--- src/design/fbrq_pkg.sv ---
// fbrq_pkg: shared constants, codes and types of the framed byte ring queue
// no dependencies; imported by every module of the block but fbrq_ram
package fbrq_pkg;

  localparam int RING_BYTES = 8192;
  localparam int ADDR_W     = $clog2(RING_BYTES);
  localparam int POS_W      = ADDR_W + 1;
  localparam int LEN_W      = 13;
  localparam int BYTE_W     = 8;
  localparam int WORD_W     = 32;
  localparam int STAT_W     = 3;
  localparam int CMD_W      = 2;
  localparam int CNT_W      = 3;
  localparam int CFG_ADDR_W = 3;

  // framing sizes in bytes
  localparam int FRAME_BYTES = 12;
  localparam int HDR_BYTES   = 8;
  localparam int MARK_BYTES  = 4;

  // command codes
  localparam logic [CMD_W-1:0] CMD_RESERVE = 2'd0;
  localparam logic [CMD_W-1:0] CMD_PUSH    = 2'd1;
  localparam logic [CMD_W-1:0] CMD_POP     = 2'd2;

  // status codes
  localparam logic [STAT_W-1:0] STS_OK        = 3'd0;
  localparam logic [STAT_W-1:0] STS_FULL      = 3'd1;
  localparam logic [STAT_W-1:0] STS_EMPTY     = 3'd2;
  localparam logic [STAT_W-1:0] STS_MARKER    = 3'd3;
  localparam logic [STAT_W-1:0] STS_BAD_LEN   = 3'd4;
  localparam logic [STAT_W-1:0] STS_SMALL_BUF = 3'd5;
  localparam logic [STAT_W-1:0] STS_SEQUENCE  = 3'd6;

  // register index, taken from paddr bit 2
  localparam logic REG_BEGIN = 1'b0;
  localparam logic REG_END   = 1'b1;

  localparam logic [WORD_W-1:0] END_MARKER_RESET = 32'h2444_4E3D;

  typedef struct packed {
    logic [WORD_W-1:0] begin_marker;
    logic [WORD_W-1:0] end_marker;
  } cfg_t;

  typedef struct packed {
    logic              we;
    logic [ADDR_W-1:0] addr;
    logic [BYTE_W-1:0] wdata;
  } mem_req_t;

  typedef enum logic [3:0] {
    S_IDLE,
    S_RSV_HDR,
    S_PUSH,
    S_END_WR,
    S_HDR_RD,
    S_HDR_CAP,
    S_HDR_EVAL,
    S_POP_BODY,
    S_POP_CAP,
    S_END_RD,
    S_END_CAP,
    S_DONE
  } state_t;

  // little-endian byte lane of a word
  function automatic logic [BYTE_W-1:0] word_byte(input logic [WORD_W-1:0] w,
                                                   input logic [1:0] idx);
    return w[{idx, 3'b000} +: BYTE_W];
  endfunction

endpackage

--- src/design/fbrq_ctrl.sv ---
// fbrq_ctrl: sequencer that moves framed bytes through the shared ring port
// depends on fbrq_pkg
module fbrq_ctrl (
  input  logic                                clk,
  input  logic                                rst_n,
  input  logic                                start,
  input  logic [fbrq_pkg::CMD_W-1:0]          command,
  input  logic [fbrq_pkg::BYTE_W-1:0]         data_byte,
  input  logic [fbrq_pkg::LEN_W-1:0]          payload_length,
  input  logic [fbrq_pkg::LEN_W-1:0]          buffer_limit,
  input  fbrq_pkg::cfg_t                      cfg,
  output logic                                busy,
  output logic                                res_valid,
  output logic [fbrq_pkg::STAT_W-1:0]         res_status,
  output logic [fbrq_pkg::BYTE_W-1:0]         res_data,
  output logic                                res_last,
  output logic [fbrq_pkg::LEN_W-1:0]          res_len,
  output fbrq_pkg::mem_req_t                  mem_req,
  input  logic [fbrq_pkg::BYTE_W-1:0]         mem_rdata
);
  import fbrq_pkg::*;

  state_t              state_r, state_nxt;
  logic [CNT_W-1:0]    cnt_r, cnt_nxt;
  logic [ADDR_W-1:0]   head_r, head_nxt, tail_r, tail_nxt;
  logic [ADDR_W-1:0]   wcur_r, wcur_nxt, rcur_r, rcur_nxt;
  logic [LEN_W-1:0]    wrem_r, wrem_nxt, rrem_r, rrem_nxt;
  logic                wopen_r, wopen_nxt, ropen_r, ropen_nxt;
  logic [LEN_W-1:0]    msg_len_r, msg_len_nxt;
  logic [WORD_W-1:0]   word_r, word_nxt, total_r, total_nxt;
  logic                mark_ok_r, mark_ok_nxt;
  logic [BYTE_W-1:0]   byte_r, byte_nxt;
  logic [LEN_W-1:0]    plen_r, plen_nxt, blim_r, blim_nxt;
  logic [STAT_W-1:0]   sts_r, sts_nxt;
  logic [BYTE_W-1:0]   dout_r, dout_nxt;
  logic                last_r, last_nxt;
  logic [LEN_W-1:0]    mlen_r, mlen_nxt;

  logic [ADDR_W-1:0]   used_mod;
  logic [POS_W-1:0]    free_bytes;
  logic [POS_W-1:0]    rsv_total;
  logic                rsv_full;
  logic                hdr_bad_mark, hdr_bad_len, hdr_small;
  logic [WORD_W-1:0]   shift_word;

  // space accounting, one slot always kept unused
  assign used_mod   = tail_r - head_r;
  assign free_bytes = POS_W'(RING_BYTES) - POS_W'(used_mod);
  assign rsv_total  = POS_W'(payload_length) + POS_W'(FRAME_BYTES);
  assign rsv_full   = rsv_total >= free_bytes;

  // header checks in priority order
  assign hdr_bad_mark = !mark_ok_r;
  assign hdr_bad_len  = (total_r > WORD_W'(used_mod)) || (total_r < WORD_W'(FRAME_BYTES));
  assign hdr_small    = (total_r - WORD_W'(HDR_BYTES)) > WORD_W'(blim_r);

  assign shift_word = {mem_rdata, word_r[WORD_W-1:BYTE_W]};

  // next state
  always_comb begin
    state_nxt = state_r;
    unique case (state_r)
      S_IDLE: begin
        if (start) begin
          priority if (command == CMD_RESERVE) begin
            state_nxt = rsv_full ? S_DONE : S_RSV_HDR;
          end else if (command == CMD_PUSH) begin
            state_nxt = wopen_r ? S_PUSH : S_DONE;
          end else if (command == CMD_POP) begin
            priority if (ropen_r)          state_nxt = S_POP_BODY;
            else if (head_r == tail_r)     state_nxt = S_DONE;
            else                           state_nxt = S_HDR_RD;
          end else begin
            state_nxt = S_DONE;
          end
        end
      end
      S_RSV_HDR:  if (cnt_r == CNT_W'(HDR_BYTES - 1)) begin
                    state_nxt = (plen_r == '0) ? S_END_WR : S_DONE;
                  end
      S_PUSH:     state_nxt = (wrem_r == LEN_W'(1)) ? S_END_WR : S_DONE;
      S_END_WR:   if (cnt_r == CNT_W'(MARK_BYTES - 1)) state_nxt = S_DONE;
      S_HDR_RD:   state_nxt = S_HDR_CAP;
      S_HDR_CAP:  state_nxt = (cnt_r == CNT_W'(HDR_BYTES - 1)) ? S_HDR_EVAL : S_HDR_RD;
      S_HDR_EVAL: state_nxt = (hdr_bad_mark || hdr_bad_len || hdr_small) ? S_DONE
                                                                         : S_POP_BODY;
      S_POP_BODY: state_nxt = (rrem_r != '0) ? S_POP_CAP : S_END_RD;
      S_POP_CAP:  state_nxt = (rrem_r == LEN_W'(1)) ? S_END_RD : S_DONE;
      S_END_RD:   state_nxt = S_END_CAP;
      S_END_CAP:  state_nxt = (cnt_r == CNT_W'(MARK_BYTES - 1)) ? S_DONE : S_END_RD;
      S_DONE:     state_nxt = S_IDLE;
      default:    state_nxt = S_IDLE;
    endcase
  end

  // datapath updates
  always_comb begin
    cnt_nxt     = cnt_r;
    head_nxt    = head_r;
    tail_nxt    = tail_r;
    wcur_nxt    = wcur_r;
    rcur_nxt    = rcur_r;
    wrem_nxt    = wrem_r;
    rrem_nxt    = rrem_r;
    wopen_nxt   = wopen_r;
    ropen_nxt   = ropen_r;
    msg_len_nxt = msg_len_r;
    word_nxt    = word_r;
    total_nxt   = total_r;
    mark_ok_nxt = mark_ok_r;
    byte_nxt    = byte_r;
    plen_nxt    = plen_r;
    blim_nxt    = blim_r;
    sts_nxt     = sts_r;
    dout_nxt    = dout_r;
    last_nxt    = last_r;
    mlen_nxt    = mlen_r;
    unique case (state_r)
      S_IDLE: begin
        if (start) begin
          byte_nxt = data_byte;
          plen_nxt = payload_length;
          blim_nxt = buffer_limit;
          cnt_nxt  = '0;
          sts_nxt  = STS_OK;
          dout_nxt = '0;
          last_nxt = 1'b0;
          mlen_nxt = '0;
          priority if (command == CMD_RESERVE) begin
            // a new reserve abandons any open message
            wopen_nxt = 1'b0;
            wrem_nxt  = '0;
            if (rsv_full) begin
              sts_nxt = STS_FULL;
            end else begin
              wcur_nxt  = tail_r + ADDR_W'(HDR_BYTES);
              wrem_nxt  = payload_length;
              wopen_nxt = 1'b1;
            end
          end else if (command == CMD_PUSH) begin
            if (!wopen_r) sts_nxt = STS_SEQUENCE;
          end else if (command == CMD_POP) begin
            if (!ropen_r && (head_r == tail_r)) sts_nxt = STS_EMPTY;
          end else begin
            sts_nxt = STS_SEQUENCE;
          end
        end
      end
      S_RSV_HDR: cnt_nxt = cnt_r + CNT_W'(1);
      S_PUSH: begin
        wcur_nxt = wcur_r + ADDR_W'(1);
        wrem_nxt = wrem_r - LEN_W'(1);
        cnt_nxt  = '0;
      end
      S_END_WR: begin
        cnt_nxt = cnt_r + CNT_W'(1);
        if (cnt_r == CNT_W'(MARK_BYTES - 1)) begin
          tail_nxt  = wcur_r + ADDR_W'(MARK_BYTES);
          wopen_nxt = 1'b0;
          wrem_nxt  = '0;
        end
      end
      S_HDR_CAP: begin
        word_nxt = shift_word;
        cnt_nxt  = cnt_r + CNT_W'(1);
        if (cnt_r == CNT_W'(MARK_BYTES - 1)) mark_ok_nxt = shift_word == cfg.begin_marker;
        if (cnt_r == CNT_W'(HDR_BYTES - 1))  total_nxt   = shift_word;
      end
      S_HDR_EVAL: begin
        priority if (hdr_bad_mark) begin
          sts_nxt = STS_MARKER;
        end else if (hdr_bad_len) begin
          sts_nxt = STS_BAD_LEN;
        end else if (hdr_small) begin
          sts_nxt  = STS_SMALL_BUF;
          mlen_nxt = LEN_W'(total_r - WORD_W'(FRAME_BYTES));
        end else begin
          rcur_nxt    = head_r + ADDR_W'(HDR_BYTES);
          rrem_nxt    = LEN_W'(total_r - WORD_W'(FRAME_BYTES));
          msg_len_nxt = LEN_W'(total_r - WORD_W'(FRAME_BYTES));
          ropen_nxt   = 1'b1;
        end
      end
      S_POP_BODY: begin
        mlen_nxt = msg_len_r;
        cnt_nxt  = '0;
      end
      S_POP_CAP: begin
        dout_nxt = mem_rdata;
        rcur_nxt = rcur_r + ADDR_W'(1);
        rrem_nxt = rrem_r - LEN_W'(1);
      end
      S_END_CAP: begin
        word_nxt = shift_word;
        cnt_nxt  = cnt_r + CNT_W'(1);
        if (cnt_r == CNT_W'(MARK_BYTES - 1)) begin
          ropen_nxt = 1'b0;
          if (shift_word != cfg.end_marker) begin
            sts_nxt  = STS_MARKER;
            dout_nxt = '0;
          end else begin
            head_nxt = rcur_r + ADDR_W'(MARK_BYTES);
            last_nxt = 1'b1;
          end
        end
      end
      S_HDR_RD, S_END_RD, S_DONE: begin
      end
      default: begin
      end
    endcase
  end

  // ring port and result outputs
  always_comb begin
    mem_req.we    = 1'b0;
    mem_req.addr  = head_r;
    mem_req.wdata = '0;
    unique case (state_r)
      S_RSV_HDR: begin
        mem_req.we    = 1'b1;
        mem_req.addr  = tail_r + ADDR_W'(cnt_r);
        mem_req.wdata = cnt_r[2] ? word_byte(WORD_W'(plen_r) + WORD_W'(FRAME_BYTES),
                                             cnt_r[1:0])
                                 : word_byte(cfg.begin_marker, cnt_r[1:0]);
      end
      S_PUSH: begin
        mem_req.we    = 1'b1;
        mem_req.addr  = wcur_r;
        mem_req.wdata = byte_r;
      end
      S_END_WR: begin
        mem_req.we    = 1'b1;
        mem_req.addr  = wcur_r + ADDR_W'(cnt_r);
        mem_req.wdata = word_byte(cfg.end_marker, cnt_r[1:0]);
      end
      S_HDR_RD:   mem_req.addr = head_r + ADDR_W'(cnt_r);
      S_POP_BODY: mem_req.addr = rcur_r;
      S_END_RD:   mem_req.addr = rcur_r + ADDR_W'(cnt_r);
      default: begin
      end
    endcase
    busy       = state_r != S_IDLE;
    res_valid  = state_r == S_DONE;
    res_status = sts_r;
    res_data   = dout_r;
    res_last   = last_r;
    res_len    = mlen_r;
  end

  // control state
  always_ff @(posedge clk) begin
    if (!rst_n) begin
      state_r <= S_IDLE;
      head_r  <= '0;
      tail_r  <= '0;
      wcur_r  <= '0;
      rcur_r  <= '0;
      wrem_r  <= '0;
      rrem_r  <= '0;
      wopen_r <= 1'b0;
      ropen_r <= 1'b0;
      cnt_r   <= '0;
    end else begin
      state_r <= state_nxt;
      head_r  <= head_nxt;
      tail_r  <= tail_nxt;
      wcur_r  <= wcur_nxt;
      rcur_r  <= rcur_nxt;
      wrem_r  <= wrem_nxt;
      rrem_r  <= rrem_nxt;
      wopen_r <= wopen_nxt;
      ropen_r <= ropen_nxt;
      cnt_r   <= cnt_nxt;
    end
  end

  // payload registers
  always_ff @(posedge clk) begin
    msg_len_r <= msg_len_nxt;
    word_r    <= word_nxt;
    total_r   <= total_nxt;
    mark_ok_r <= mark_ok_nxt;
    byte_r    <= byte_nxt;
    plen_r    <= plen_nxt;
    blim_r    <= blim_nxt;
    sts_r     <= sts_nxt;
    dout_r    <= dout_nxt;
    last_r    <= last_nxt;
    mlen_r    <= mlen_nxt;
  end

endmodule

--- config.mk ---
export PLATFORM = sky130hd
export DESIGN_NAME = fbrq_ctrl
export DESIGN_NICKNAME = d
export VERILOG_FILES = /design/src/design/fbrq_pkg.sv /design/src/design/fbrq_ctrl.sv
export SDC_FILE = /design/constraint.sdc
export NUM_CORES = 1
export LEC_CHECK = 0
export BUFFER_PORTS_ARGS = -buffer_cell sky130_fd_sc_hd__buf_2
export CAP_MARGIN = 20
export CORE_MARGIN = 2
export CORE_UTILIZATION = 60
export CTS_CLUSTER_SIZE = 28
export DETAILED_ROUTE_END_ITERATION = 16
export HOLD_SLACK_MARGIN = 0.15
export PLACE_DENSITY_LB_ADDON = 0.25
export SYNTH_ARGS = -nofsm -noshare
export SYNTH_HDL_FRONTEND = slang
export SYNTH_SLANG_ARGS = --single-unit
--- constraint.sdc ---
create_clock -name clk -period 7.4 [get_ports clk]
set_input_delay 1.48 -clock clk [delete_from_list [all_inputs] [get_ports clk]]
set_output_delay 1.48 -clock clk [all_outputs]
set_load 0.03 [all_outputs]
==> flow_metrics.env <==
export IMPL_antenna_left=0
export IMPL_p_leak_uw=0.006375
export IMPL_fmax_ghz=0.1652
export IMPL_core_area_sq_um=24390
export IMPL_dpl_hpwl_um=34300
export IMPL_htreeDepth=1
export IMPL_totalWireLength_um=46160
export IMPL_grt_total_usage=0.3416
export IMPL_tritoncts="yes"
export IMPL_synth_cell_types=78
export IMPL_die_w_um=161.8
export IMPL_clock_sinks=216
export IMPL_tightest_slew_ns=1.060
export IMPL_crit_fanout=23
export IMPL_synth_seq_area_share=0.3758
export IMPL_vias=13830
export IMPL_vdd_drop_max_mv=0.2206
export IMPL_cp_data_required_time_ns=5.92
export IMPL_rsz0062_at_grt="no"
export IMPL_clk_latency_ns=0.55
export IMPL_worstSetupEndpointType="primary output"
export IMPL_synth_top_area_cell="edfxtp_1"
export IMPL_setup_violations=0
export IMPL_finalMaxSlewViolations=0
export IMPL_cts_path_max_buffers=3
export IMPL_antenna_found_initial=1
export IMPL_slew_headroom=0.2869
export IMPL_synth_seq_cells=216
export IMPL_crit_chain="inv_1 -> nor2_1 -> and2_1 -> a222oi_1 -> o21ai_0 -> ha_1 -> inv_1 -> fa_1 -> nor2b_1 -> o21a_1 -> nand2_1 -> xor2_1 -> o21ai_0 -> mux2_2 -> buf_2"
export IMPL_grt_pass1_vias=12730
export IMPL_fin_crit_ns=6.055
export IMPL_synthFlopType="edfxtp_1"
export IMPL_area_growth_pct=12.42
export IMPL_nets=1959
export IMPL_cp_startpoint="state_r[2]$_SDFFE_PN0P_"
export IMPL_grt_busiest_layer="met2"
export IMPL_post_cts_setup_buffers=0
export IMPL_cts_root_buf="clkbuf_16"
export IMPL_viasPerCell=6.538
export IMPL_drt_iter0_markers=1930
export IMPL_synth_edf_count=129
export IMPL_dieArea_sq_um=26190
export IMPL_syn_inst=1672
export IMPL_powerDensity_nw_per_um2=297.0
export IMPL_hold_violations=0
export IMPL_multiInputGateArea_sq_um=8603
export IMPL_crit_arrival_ns=4.58
export IMPL_critPathLaunchType="flip-flop"
export IMPL_place_congestion=1.026
export IMPL_cpPeakStageDelay_ns=0.82
export IMPL_boundaryPins=160
export IMPL_holdWs_ns=0.4574
export IMPL_drive_gt1_frac=0.1535
export IMPL_met3_usage=0.05695
export IMPL_utilization=0.6888
export IMPL_cap_violations=0
export IMPL_regArea_sq_um=5615
export IMPL_holdCritStartpoint="wopen_r$_SDFFE_PN0P_"
export IMPL_syn_area_sq_um=14940
export IMPL_initial_core_util=0.6127
export IMPL_fin_skew_ns=0.02616
export IMPL_grt_max_degree=71
export IMPL_final_common_cell="buf_2"
export IMPL_hp_class="flip-flop to flip-flop"
export IMPL_slowest_stage="dfxtp_1"
export IMPL_routedWlPerCell_um=21.82
export IMPL_drc=0
export IMPL_numCtsBuffers=25
export IMPL_use_met2=0.5441
export IMPL_yosysTopAreaCellShare=0.2592
export IMPL_use_met1=0.4877
export IMPL_antennaDiodeCount=0
export IMPL_mostFrequentLayoutCells="buf_2 (159), nor2_1 (145), nand2_1 (136)"
export IMPL_dp_cells=2071
export IMPL_path_class="flip-flop to primary output"
export IMPL_total_power_uw=4990
export IMPL_nFillCells=1984
export IMPL_io_buffers=159
export IMPL_rows=57
export IMPL_grt_first_pass_wirelength_um=70480
export IMPL_synth_area_per_cell_sq_um=8.938
export IMPL_synth_area_top_cells="edfxtp_1 (26%), dfxtp_1 (12%), ha_1 (5.9%), xnor2_1 (5.6%), xor2_1 (4.3%)"
export IMPL_synth_nets=1856
export IMPL_status="complete, no violations"
export IMPL_r2r_start="head_r[0]$_SDFFE_PN0P_"
export IMPL_setup_tns_ns=0
export IMPL_dr_pass1_iters=6
export IMPL_cts_hold_fix_buffers=0
export IMPL_die_y_um=161.8
export IMPL_yosys_warnings=0
export IMPL_gr_total_overflow=0
export IMPL_instances_no_fill=2115
export IMPL_cts_resized=0
export IMPL_path_clk_slew_ns=0.05
export IMPL_fin_crit_sh=0.8183
export IMPL_async_reset_ff_frac=0
## cells in the mapped netlist (10+ instances only)
master and n:
nor3_1 41, and3_1 32, o31ai_1 14, nand4_1 30, xnor2_1 96, nand2_1 136, mux2_2 11, xor2_1 74
ha_1 71, edfxtp_1 129, a222oi_1 20, and2_1 22, or2_2 10, a21o_1 17, o21ai_0 77, mux2i_1 24
inv_1 80, nor4_1 36, o21a_1 10, clkbuf_1 91, a31oi_1 15, dfxtp_1 87, a22oi_1 13, nand3_1 60
nor2_1 145, a211oi_1 49, a21oi_1 91, nor2b_1 13, nand2b_1 16
## sequential cells by signal (all words and copies together) (netlist names), 3 cells and up
name and cells:
total_r 32, word_r 24, blim_r 13, head_r 13, msg_len_r 13, plen_r 13, rcur_r 13, res_len 13
rrem_r 13, tail_r 13, wcur_r 13, wrem_r 13, byte_r 8, res_data 8, state_r 4, cnt_r 3
res_status 3
## cells by family (layout without fill, tap and decap cells)
| family | Yosys count | count (layout) | synth area share |
|---|---|---|---|
| mux | 40 | 40 | 0.03190 |
| compound gates | 401 | 401 | 0.1852 |
| flops | 216 | 216 | 0.3758 |
| simple gates | 585 | 585 | 0.1957 |
| fa+ha+maj | 73 | 73 | 0.06212 |
| buf+inv | 187 | 306 | 0.04965 |
| xor+xnor | 170 | 170 | 0.09963 |
## worst max-delay path, delay by kind of cell, from the launching register on
kind                     cells  cell delay, ns
AO/OA/AOI/OAI                4            0.60
XOR/XNOR                     1            0.12
adder cells (fa/ha/maj)      2            0.61
buffers and inverters        3            0.62
flip-flops                   1            0.82
multiplexers                 1            0.29
AND/OR/NAND/NOR              4            0.98
## where the power goes
| part | internal (uW) | leakage (uW) | switching (uW) | total, uW |
|---|---|---|---|---|
| sequential | 1520 | 0.00191 | 197 | 1720 |
| clock | 837 | 0.000427 | 504 | 1340 |
| combinational | 642 | 0.00404 | 1290 | 1930 |
| total | 3000 | 0.00638 | 1990 | 4990 |
## final cells by class
| type | instances | share of cell area |
|---|---|---|
| clock buffers | 31 | 0.04104 |
| clock inverters | 12 | 0.01251 |
| inverters | 82 | 0.01832 |
| multi-input cells | 1269 | 0.5121 |
| flip-flops and latches | 216 | 0.3343 |
| well taps | 324 | 0.02413 |
| repair buffers | 181 | 0.05764 |
## layer usage
metal	up-vias	wire (um)
met4	0	1005
met2	781	21040
li1	6385	-
met5	-	0
met1	6576	19200
met3	85	4913
## path summary, 6_finish.rpt
kind | to | slack [ns] | cells past startpoint
max | mem_req[16] | 1.34 | 15
min | wopen_r$_SDFFE_PN0P_ | 0.46 | 2
max reg2reg | rcur_r[11]$_SDFFE_PN0P_ | 1.56 | 20
min reg2reg | wopen_r$_SDFFE_PN0P_ | 0.46 | 2
## per-stage QoR
step           setup WS (ns)  instance area, sq um
3_5_place_dp           1.714                 15890
4_1_cts                1.435                 16780
2_1_floorplan          1.999                 14940
3_3_place_gp           1.834                 15890
5_1_grt                1.033                 16800
6_report               1.345                 16800
Power figures use the tool's default switching activity.
